[config.mk]
export PLATFORM = sky130hd
export DESIGN_NAME = arp_request_responder
export DESIGN_NICKNAME = d
export VERILOG_FILES = /design/src/rtl/arpr_pkg.sv /design/src/rtl/arpr_parser.sv /design/src/rtl/arpr_cmd_fifo.sv /design/src/rtl/arpr_table.sv /design/src/rtl/arp_request_responder.sv
export SDC_FILE = /design/constraint.sdc
export NUM_CORES = 2
export LEC_CHECK = 0
export BUFFER_PORTS_ARGS = -buffer_cell sky130_fd_sc_hd__buf_2
export CAP_MARGIN = 10
export CORE_UTILIZATION = 45
export DETAILED_ROUTE_END_ITERATION = 8
export GPL_TIMING_DRIVEN = 0
export PLACE_DENSITY_LB_ADDON = 0.12
export SYNTH_ARGS = -nofsm -noshare
export SYNTH_HDL_FRONTEND = slang
export SYNTH_HIERARCHICAL = 1
export SYNTH_SLANG_ARGS = --single-unit
[constraint.sdc]
create_clock -name clk -period 18.8 [get_ports clk]
set_input_delay 3.76 -clock clk [delete_from_list [all_inputs] [get_ports clk]]
set_output_delay 3.76 -clock clk [all_outputs]
set_load 0.1 [all_outputs]
[src/rtl/arpr_pkg.sv]
// Shared types and constants for the ARP request responder.
package arpr_pkg;

	localparam logic [1:0] MODE_FRAME  = 2'd0;
	localparam logic [1:0] MODE_IP_WR  = 2'd1;
	localparam logic [1:0] MODE_MAC_WR = 2'd2;

	localparam logic [1:0] CMD_LOOKUP = 2'd0;
	localparam logic [1:0] CMD_IP_WR  = 2'd1;
	localparam logic [1:0] CMD_MAC_WR = 2'd2;

	localparam logic [5:0]  ARP_LAST_IDX   = 6'd41;
	localparam logic [5:0]  POS_MAX        = 6'd63;
	localparam logic [15:0] ETHTYPE_ARP    = 16'h0806;
	localparam logic [15:0] OPCODE_REQUEST = 16'h0001;

	localparam int CMD_DEPTH = 2;

	typedef struct packed {
		logic [1:0]  mode;
		logic [7:0]  data_byte;
		logic        last_byte;
		logic [1:0]  client_index;
		logic [31:0] ip_addr;
		logic [47:0] mac_addr;
	} in_item_t;

	typedef struct packed {
		logic [1:0]  matched_client;
		logic [47:0] reply_eth_dst;
		logic [47:0] reply_src_mac;
		logic [31:0] reply_sender_ip;
		logic [47:0] reply_target_mac;
		logic [31:0] reply_target_ip;
	} out_item_t;

	// Lookup carries the captured request; table writes use client, target_ip or mac.
	typedef struct packed {
		logic [1:0]  op;
		logic [1:0]  client;
		logic [47:0] eth_dst;
		logic [47:0] target_mac;
		logic [31:0] sender_ip;
		logic [31:0] target_ip;
		logic [47:0] mac;
	} cmd_t;

endpackage

[src/rtl/arpr_parser.sv]
// Front end: frame byte parser and command generator.
module arpr_parser (
	input  logic             clk,
	input  logic             arst_n,
	input  logic             take,
	input  arpr_pkg::in_item_t item,
	output logic             cmd_push,
	output arpr_pkg::cmd_t   cmd
);
	import arpr_pkg::*;

	logic [5:0]  pos_q;
	logic [47:0] src_mac_q, src_mac_n;
	logic [15:0] type_q, type_n;
	logic [15:0] opcode_q, opcode_n;
	logic [47:0] snd_mac_q, snd_mac_n;
	logic [31:0] snd_ip_q, snd_ip_n;
	logic [31:0] tgt_ip_q, tgt_ip_n;
	logic        frame_take;
	logic [7:0]  b;

	assign b          = item.data_byte;
	assign frame_take = take && (item.mode == MODE_FRAME);

	always_comb begin
		src_mac_n = src_mac_q;
		type_n    = type_q;
		opcode_n  = opcode_q;
		snd_mac_n = snd_mac_q;
		snd_ip_n  = snd_ip_q;
		tgt_ip_n  = tgt_ip_q;
		unique case (pos_q) inside
			[6'd6:6'd11]:   src_mac_n = {src_mac_q[39:0], b};
			[6'd12:6'd13]:  type_n    = {type_q[7:0], b};
			[6'd20:6'd21]:  opcode_n  = {opcode_q[7:0], b};
			[6'd22:6'd27]:  snd_mac_n = {snd_mac_q[39:0], b};
			[6'd28:6'd31]:  snd_ip_n  = {snd_ip_q[23:0], b};
			[6'd38:6'd41]:  tgt_ip_n  = {tgt_ip_q[23:0], b};
			default: ;
		endcase
	end

	always_ff @(posedge clk or negedge arst_n) begin
		if (!arst_n) begin
			pos_q     <= '0;
			src_mac_q <= '0;
			type_q    <= '0;
			opcode_q  <= '0;
			snd_mac_q <= '0;
			snd_ip_q  <= '0;
			tgt_ip_q  <= '0;
		end else if (frame_take) begin
			src_mac_q <= src_mac_n;
			type_q    <= type_n;
			opcode_q  <= opcode_n;
			snd_mac_q <= snd_mac_n;
			snd_ip_q  <= snd_ip_n;
			tgt_ip_q  <= tgt_ip_n;
			if (item.last_byte)
				pos_q <= '0;
			else if (pos_q < POS_MAX)
				pos_q <= pos_q + 6'd1;
		end
	end

	always_comb begin
		cmd_push       = 1'b0;
		cmd.op         = CMD_LOOKUP;
		cmd.client     = item.client_index;
		cmd.eth_dst    = src_mac_n;
		cmd.target_mac = snd_mac_n;
		cmd.sender_ip  = snd_ip_n;
		cmd.target_ip  = tgt_ip_n;
		cmd.mac        = item.mac_addr;
		if (take) begin
			unique case (item.mode)
				MODE_FRAME: begin
					cmd_push = item.last_byte && (pos_q >= ARP_LAST_IDX)
						&& (type_n == ETHTYPE_ARP) && (opcode_n == OPCODE_REQUEST);
				end
				MODE_IP_WR: begin
					cmd_push      = 1'b1;
					cmd.op        = CMD_IP_WR;
					cmd.target_ip = item.ip_addr;
				end
				MODE_MAC_WR: begin
					cmd_push = 1'b1;
					cmd.op   = CMD_MAC_WR;
				end
				default: ;
			endcase
		end
	end

	a_pos_clear: assert property (@(posedge clk) disable iff (!arst_n)
		frame_take && item.last_byte |=> pos_q == '0)
		else $error("position not cleared after end of frame");

endmodule

[src/rtl/arpr_cmd_fifo.sv]
// Short command queue between the parser and the table back end.
module arpr_cmd_fifo (
	input  logic           clk,
	input  logic           arst_n,
	input  logic           wr,
	input  arpr_pkg::cmd_t wr_data,
	input  logic           rd,
	output logic           full,
	output logic           empty,
	output arpr_pkg::cmd_t rd_data
);
	import arpr_pkg::*;

	localparam int PW = $clog2(CMD_DEPTH);
	localparam int CW = $clog2(CMD_DEPTH + 1);
	localparam logic [PW-1:0] PTR_LAST = PW'(CMD_DEPTH - 1);

	cmd_t          mem [CMD_DEPTH];
	logic [PW-1:0] wr_ptr_q, rd_ptr_q;
	logic [CW-1:0] count_q;
	logic          do_wr, do_rd;

	assign full    = count_q == CW'(CMD_DEPTH);
	assign empty   = count_q == '0;
	assign do_wr   = wr && !full;
	assign do_rd   = rd && !empty;
	assign rd_data = mem[rd_ptr_q];

	always_ff @(posedge clk) begin
		if (do_wr)
			mem[wr_ptr_q] <= wr_data;
	end

	always_ff @(posedge clk or negedge arst_n) begin
		if (!arst_n) begin
			wr_ptr_q <= '0;
			rd_ptr_q <= '0;
			count_q  <= '0;
		end else begin
			if (do_wr)
				wr_ptr_q <= (wr_ptr_q == PTR_LAST) ? '0 : wr_ptr_q + PW'(1);
			if (do_rd)
				rd_ptr_q <= (rd_ptr_q == PTR_LAST) ? '0 : rd_ptr_q + PW'(1);
			if (do_wr && !do_rd)
				count_q <= count_q + CW'(1);
			else if (do_rd && !do_wr)
				count_q <= count_q - CW'(1);
		end
	end

	a_count_up: assert property (@(posedge clk) disable iff (!arst_n)
		do_wr && !do_rd |=> count_q == $past(count_q) + CW'(1))
		else $error("queue count did not follow a lone write");

endmodule

[src/rtl/arpr_table.sv]
// Back end: client table, lookup and reply register.
module arpr_table #(
	parameter int CLIENTS = 4
) (
	input  logic              clk,
	input  logic              arst_n,
	input  logic              cmd_valid,
	input  arpr_pkg::cmd_t    cmd,
	output logic              cmd_take,
	input  logic              pop,
	output logic              out_valid,
	output arpr_pkg::out_item_t reply
);
	import arpr_pkg::*;

	localparam int IW = (CLIENTS > 1) ? $clog2(CLIENTS) : 1;

	logic [31:0] ip_q  [CLIENTS];
	logic [47:0] mac_q [CLIENTS];
	logic        out_valid_q;
	out_item_t   reply_q;
	logic        pop_fire;
	logic        hit;
	logic [IW-1:0] hit_idx;
	logic [47:0] hit_mac;

	assign pop_fire  = pop && out_valid_q;
	assign cmd_take  = cmd_valid && (cmd.op != CMD_LOOKUP || !out_valid_q || pop_fire);
	assign out_valid = out_valid_q;
	assign reply     = reply_q;

	always_comb begin
		hit     = 1'b0;
		hit_idx = '0;
		hit_mac = mac_q[0];
		for (int i = CLIENTS - 1; i >= 0; i--) begin
			if (ip_q[i] == cmd.target_ip) begin
				hit     = 1'b1;
				hit_idx = IW'(i);
				hit_mac = mac_q[i];
			end
		end
	end

	always_ff @(posedge clk or negedge arst_n) begin
		if (!arst_n) begin
			for (int i = 0; i < CLIENTS; i++) begin
				ip_q[i]  <= '0;
				mac_q[i] <= '0;
			end
		end else if (cmd_take) begin
			for (int i = 0; i < CLIENTS; i++) begin
				if (32'(cmd.client) == 32'(i)) begin
					if (cmd.op == CMD_IP_WR)
						ip_q[i] <= cmd.target_ip;
					if (cmd.op == CMD_MAC_WR)
						mac_q[i] <= cmd.mac;
				end
			end
		end
	end

	always_ff @(posedge clk or negedge arst_n) begin
		if (!arst_n) begin
			out_valid_q <= 1'b0;
		end else if (cmd_take && cmd.op == CMD_LOOKUP && hit) begin
			out_valid_q <= 1'b1;
		end else if (pop_fire) begin
			out_valid_q <= 1'b0;
		end
	end

	always_ff @(posedge clk) begin
		if (cmd_take && cmd.op == CMD_LOOKUP && hit) begin
			reply_q.matched_client   <= 2'(hit_idx);
			reply_q.reply_eth_dst    <= cmd.eth_dst;
			reply_q.reply_src_mac    <= hit_mac;
			reply_q.reply_sender_ip  <= cmd.target_ip;
			reply_q.reply_target_mac <= cmd.target_mac;
			reply_q.reply_target_ip  <= cmd.sender_ip;
		end
	end

	a_lookup_room: assert property (@(posedge clk) disable iff (!arst_n)
		cmd_take && cmd.op == CMD_LOOKUP |-> !out_valid_q || pop)
		else $error("lookup taken with reply register occupied");

endmodule

[src/rtl/arp_request_responder.sv]
// Top level of the ARP request responder.
// Frame bytes and table writes enter one per cycle while full is low; full rises only when the reply
// register is held by the consumer and two further commands are waiting. The front end parses each
// frame byte in the cycle it is transferred; on the last byte of a request of at least 42 bytes it
// queues a lookup in a two-entry command queue, which also carries table writes so they keep their
// order. The back end retires one command per cycle unless a lookup waits for the reply register,
// matching the target IP against every client entry at once and loading a hit into a one-entry reply register.
module arp_request_responder #(
	parameter int CLIENTS = 4
) (
	input  logic                clk,
	input  logic                arst_n,
	input  logic                push,
	output logic                full,
	input  arpr_pkg::in_item_t  item,
	output logic                empty,
	input  logic                pop,
	output arpr_pkg::out_item_t reply
);
	import arpr_pkg::*;

	logic take;
	logic cmd_push;
	cmd_t cmd_in;
	cmd_t cmd_head;
	logic q_empty;
	logic cmd_take;
	logic out_valid;

	assign take  = push && !full;
	assign empty = !out_valid;

	arpr_parser u_parser (
		.clk      (clk),
		.arst_n   (arst_n),
		.take     (take),
		.item     (item),
		.cmd_push (cmd_push),
		.cmd      (cmd_in)
	);

	arpr_cmd_fifo u_fifo (
		.clk     (clk),
		.arst_n  (arst_n),
		.wr      (cmd_push),
		.wr_data (cmd_in),
		.rd      (cmd_take),
		.full    (full),
		.empty   (q_empty),
		.rd_data (cmd_head)
	);

	arpr_table #(
		.CLIENTS (CLIENTS)
	) u_table (
		.clk       (clk),
		.arst_n    (arst_n),
		.cmd_valid (!q_empty),
		.cmd       (cmd_head),
		.cmd_take  (cmd_take),
		.pop       (pop),
		.out_valid (out_valid),
		.reply     (reply)
	);

endmodule

After elaboration in Yosys (flattened, before gate mapping):

Memories as Yosys holds them, arrays and structs flattened.
Index checks and enable logic that the tools add are counted.

* add/subtract/negate cells: 5
* multiply operators: 0
* div/mod/pow operators: 0
* order comparisons: 14
* equal/unequal tests: 14
* shifts and indexed selects: 0
* multiplexer cells: 33
* bitwise gates (word level): 0
* reduce and logical (&&, ||, !) cells: 45

Operators by type and width (number)
* 48-bit 2-to-1 mux: 6
* 32-bit equality test: 4
* 32-bit 2-to-1 mux: 4
* 16-bit 2-to-1 mux: 2
* 3-bit AND reduction: 8
* 1-bit logical AND: 19
* 6-bit by 5-bit >= comparator with 1-bit output, second input constant: 3
* 6-bit by 5-bit <= comparator with 1-bit output, second input constant: 3
* 16-bit by 1-bit equality test with 1-bit output, second input constant: 1
* 16-bit by 12-bit equality test with 1-bit output, second input constant: 1
* 6-bit >= comparator, second input constant: 2
* 6-bit by 4-bit <= comparator with 1-bit output, second input constant: 2
* 1-bit 2-to-1 mux: 12
* 6-bit 2-to-1 mux: 2
* 2-bit equality test, second input constant: 5
* 2-bit 2-to-1 mux: 5
* 2-bit zero test: 4
* 2-bit nonzero test: 4
* 6-bit by 1-bit adder with 6-bit output, second input constant: 1
* 2-bit by 1-bit equality test with 1-bit output, second input constant: 3
* 6-bit by 3-bit >= comparator with 1-bit output, second input constant: 1
* 6-bit by 4-bit >= comparator with 1-bit output, second input constant: 1
* 6-bit <= comparator, second input constant: 1
* 6-bit < comparator, second input constant: 1
* 9 further kinds: 16

* flip-flop bits (word level): 733
* latch bits: 0
* memory bits (writable): 424
* bits in read-only memories: 0
* logic and storage cells: 138
* memories: 1

Memory list
* u_fifo.mem: depth 2, width 212, rd ports 1, clocked after Yosys merged registers in 0, wr ports 1, RTL line arpr_cmd_fifo.sv:18 `cmd_t mem [CMD_DEPTH];`

Logic depth before layout (Yosys ltp):

* depth in word-level cells: 13
* depth in mapped cells: 14

By module:

The synthesis kept the hierarchy.

By module, submodules not included
* arpr_table: times used 1, cells an instance 1504, area each 21914.8 um^2, seq. area each 14338.8 um^2
* arpr_cmd_fifo: times used 1, cells an instance 679, area each 16199.3 um^2, seq. area each 12832.3 um^2
* arpr_parser: times used 1, cells an instance 872, area each 10450.0 um^2, seq. area each 4954.8 um^2
* arp_request_responder: times used 1, cells an instance 3, area each 21.3 um^2, seq. area each 0.0 um^2

Worst setup path after synthesis:

No wires, ideal clock.

* kind: input-to-reg
* from: input port item[91] (netlist name)
* to: memory u_fifo/mem[0][0] (netlist name), enable pin
* library setup time: 0.788 ns
* arrival: 13.652 ns
* data required time: 18.012 ns
* slack: 4.360 ns
* cell stages on the path: 9
* buffers on the path: 0
* cell sequence: inv_1 > ha_1 > nor4b_1 > nand4b_1 > nor3_1 > nand3_1 > o21ai_0 > nand2_1 > nor2_1

* cells in the longest elaborated chain, start to end: 7

Ends and longest elaborated chain
* start: declaration: RTL line arp_request_responder.sv:15 `input arpr_pkg::in_item_t item,`
* 2-bit by 1-bit equality test with 1-bit output / 2-bit equality test (equally long branches): RTL line arpr_parser.sv:76 `unique case (item.mode)`
* 2-bit OR reduction (no line)
* 1-bit case mux with 2 select lines *: RTL line arpr_parser.sv:76
* 1-bit 2-to-1 mux *: RTL line arpr_parser.sv:75 `if (take) begin`
* via cmd_push: RTL line arp_request_responder.sv:23 `logic cmd_push;`
* 1-bit logical AND *: RTL line arpr_cmd_fifo.sv:25 `assign do_wr = wr && !full;`
* 1-bit 2-to-1 mux *: RTL line arpr_cmd_fifo.sv:30 `if (do_wr)`
* 1-bit 2-to-1 mux (implied by the code) *: RTL line arpr_cmd_fifo.sv:31 `mem[wr_ptr_q] <= wr_data;`
* end: declaration: RTL line arpr_cmd_fifo.sv:18

Mark *: on every way through the listed nets, which the timed path passes. The rest lies on a longest branch.

Worst setup path in the final report:

* from: input port item[91] (netlist name)
* to: memory u_fifo/mem[1][70] (netlist name), enable pin

The elaborated chain is that of the path after synthesis.

==> qor.txt <==
Root buf cell - clkbuf_16
Clock period minus worst slack - 6.578 ns
Max rail drop VDD - 83.22 uV
CP startpoint - item[91]
Clock-pin slew on the worst setup and hold paths - 0.06 ns
First-pass GRT wire length - 172,300 um
Final wirelength - 114,800 um
Via count - 26,420
Rel. slew slack - 0.2234
TritonCTS sink count - 1,157
Mapped Nets - 3,165
DP Worst Slack - 11.48 ns
Final hold vios - 0
Synthesized area per cell - 15.89 um2
Post-detailed-placement half-perimeter wirelength - 79,060 um
Largest net degree at the start of global routing - 124
Worst Tran Pin Value - 1.155 ns
Status - completed
Total GRT Usage - 0.2109
CP endpoint kind - flip-flop
Pre-antenna DRT Iters - 7
Reg2reg end - u_table/reply[36]$_DFFE_PP_
WL/cell - 23.10 um
Htree depth - 3
Final net count - 3,565
CP max FO - 61
Final setup margin - 12.22 ns
Fin area - 56,080 um2
Antenna viol nets, final - 0
Commonest non-fill, non-tap cell in the layout - edfxtp_1
Post-placement cell area - 52,190 um2
Synth warn - 6
RSZ-0062 raised after global routing - false
Kind of start point of the critical path - input pin
Tightest Hold Check Type - flip-flop to flip-flop
R2r setup slk - 12.43 ns
Via density - 5.317
MaxCap Viol Count - 0
Netlist Area Pre-Place - 48,590 um2
Fmax - 152.0 MHz
Pwr dens - 134.1 nW/um2
Initial core utilization - 0.4538
CTS tree - yes
I/O Buffers - 256
Routability congestion estimate from global placement - 0.8440
Part of the Yosys area used for sequential elements - 0.6612
Fin crit share - 0.3499
Slew Limit Fails - 0
Fill count - 8,761
Commonest non-fill, non-tap cells in the layout - edfxtp_1 (634), mux2_2 (607), dfrtp_1 (523), buf_2 (320), mux2_4 (190)
Seq cells post-synth - 1,157
Row count - 120
Total grt overflow - 0
Cells after Synth - 3,058
Setup crit end - u_fifo/mem[1][70]$_DFFE_PP_
Area Overhead vs Synth - 15.43%
Core Area - 107,100 um2
Setup Fix Bufs, Post-CTS - 0
Post-CTS Hold Buffers - 0
Arrival time at the worst endpoint - 6.93 ns
Post-CTS resize count - 0
Clock Path Buffers - 3
Ys flop type - edfxtp_1
Final Hold Slack - 0.4708 ns
Reg2Reg Launch Point - u_fifo/rd_ptr_q$_DFFE_PN0P_
Number of enable flip-flop cells after synthesis - 634
Die X - 330.6 um
R2R depth - 17
Critical Path RT - 19.16 ns
Die Y - 330.6 um
FFs w/ async S/R, synth - 0.4520
Clock Latency Late Sink - 0.72 ns
Setup-failing EPs final - 0
P_leak - 23.18 nW
IO Count - 309
Area of the die - 109,300 um2
Vias in the first global route - 27,850
Share of layout cells above drive strength 1 - 0.3967
Netlist cell types - 48
# DRC - 0
Clock Skews - 0.03216 ns
TritonCTS buffer count - 118
Crit path kind - input pin to flip-flop
Drt initial violations - 1,509
Initial antenna violation count - 9
[metrics by stage]
stage                     total power (W)  std cells  TNS (ns)  utilization
after detailed placement         0.005260       4741         0       0.4875
after floorplan                  0.004778       3058         0            -
after global placement           0.005206       4717   -813.91       0.4822
after global routing             0.007872       4967         0       0.5238
after CTS                        0.007602       4967         0       0.5238
final                            0.007522       4968         0       0.5239
[layout make-up]
class | count | area (um2) | share of cell area
Antenna cell | 1 | 2.502 | 0.00004462
Buffer | 246 | 1425 | 0.02541
Clock buffer | 171 | 3395 | 0.06053
Clock inverter | 55 | 491.7 | 0.008768
Inverter | 56 | 210.2 | 0.003748
Multi-Input combinational cell | 1599 | 14840 | 0.2647
Sequential cell | 1157 | 32130 | 0.5728
Tap cell | 1403 | 1755 | 0.03130
Timing Repair Buffer | 280 | 1832 | 0.03266
[registers in the layout (all words and copies together) (netlist names)]
name                cells
u_table/ip_q          128
u_parser/type_q        16
u_parser/opcode_q      16
u_parser/src_mac_q     48
u_fifo/rd_ptr_q         1
u_fifo/mem            424
u_parser/pos_q          6
u_table/out_valid       1
u_fifo/wr_ptr_q         1
u_table/reply         210
u_parser/snd_ip_q      32
u_fifo/count_q          2
u_parser/tgt_ip_q      32
u_parser/snd_mac_q     48
u_table/mac_q         192
[cell families (layout without fill, tap and decap cells)]
kind of cell	count (synthesis)	in the layout	share of synthesized area
DFF	1157	1157	0.6612
muxes	854	854	0.2117
and+or+nand+nor	354	354	0.03446
buffers and inverters	302	808	0.03366
AOI/OAI and AO/OA	246	246	0.03201
xor gates and xnor gates	135	135	0.02434
adders and majority gates	10	10	0.002575
other	0	1	0
[worst min-delay path by stage]
stage / slack, ns / depth (start not counted) / end / startpoint
after detailed placement: 0.46 / 2 / u_parser/snd_ip_q[26]$_DFFE_PN0P_ / u_parser/snd_ip_q[26]$_DFFE_PN0P_
after floorplan: 0.44 / 2 / u_parser/snd_ip_q[24]$_DFFE_PN0P_ / u_parser/snd_ip_q[24]$_DFFE_PN0P_
after global routing: 0.49 / 2 / u_parser/snd_ip_q[24]$_DFFE_PN0P_ / u_parser/snd_ip_q[24]$_DFFE_PN0P_
final: 0.47 / 2 / u_parser/snd_ip_q[29]$_DFFE_PN0P_ / u_parser/snd_ip_q[29]$_DFFE_PN0P_
after CTS: 0.47 / 2 / u_parser/snd_ip_q[26]$_DFFE_PN0P_ / u_parser/snd_ip_q[26]$_DFFE_PN0P_
after global placement: 0.46 / 2 / u_parser/snd_ip_q[26]$_DFFE_PN0P_ / u_parser/snd_ip_q[26]$_DFFE_PN0P_
[worst max-delay path, stage by stage]
cell and delay, ns:
buf_2 0.12, inv_1 0.09, ha_1 0.21, nor4b_1 0.29
nand4b_1 0.14, nor3_1 0.18, nand3_1 0.09, o21ai_0 0.47
and3_4 0.58, buf_12 0.29, buf_16 0.29, buf_16 0.33
[power breakdown]
part	total (W)	internal [W]	leakage (nW)	switching, W
Combinational	0.00176	0.000895	8.68	0.000862
Clock	0.00232	0.00135	1.92	0.000972
Sequential	0.00344	0.00320	12.6	0.000242
[cells in the mapped netlist (23+ instances only)]
library cell	n	share of area
clkbuf_1	80	0.0062
o31ai_1	49	0.0076
nor2_1	68	0.0053
mux2i_1	34	0.0070
nor3_1	53	0.0055
mux2_2	607	0.14
edfxtp_1	634	0.39
mux2_1	23	0.0053
nor4_1	23	0.0030
buf_2	65	0.0067
buf_4	58	0.0090
nand2_1	144	0.011
mux2_4	190	0.059
a31oi_1	50	0.0064
a211oi_1	48	0.0074
o21ai_0	38	0.0039
inv_1	56	0.0043
xor2_1	66	0.012
xnor2_1	69	0.012
buf_6	27	0.0063
dfrtp_1	523	0.27
a21oi_1	53	0.0055
[per-layer routing]
metal,wire length (um),up-vias,GRT usage
met4,3125,12,0.06892
met3,6180,180,0.04246
met2,56540,601,0.3509
li1,-,12020,-
met1,48820,13600,0.2764
met5,93,-,0
(Power assumes the default switching activity.)
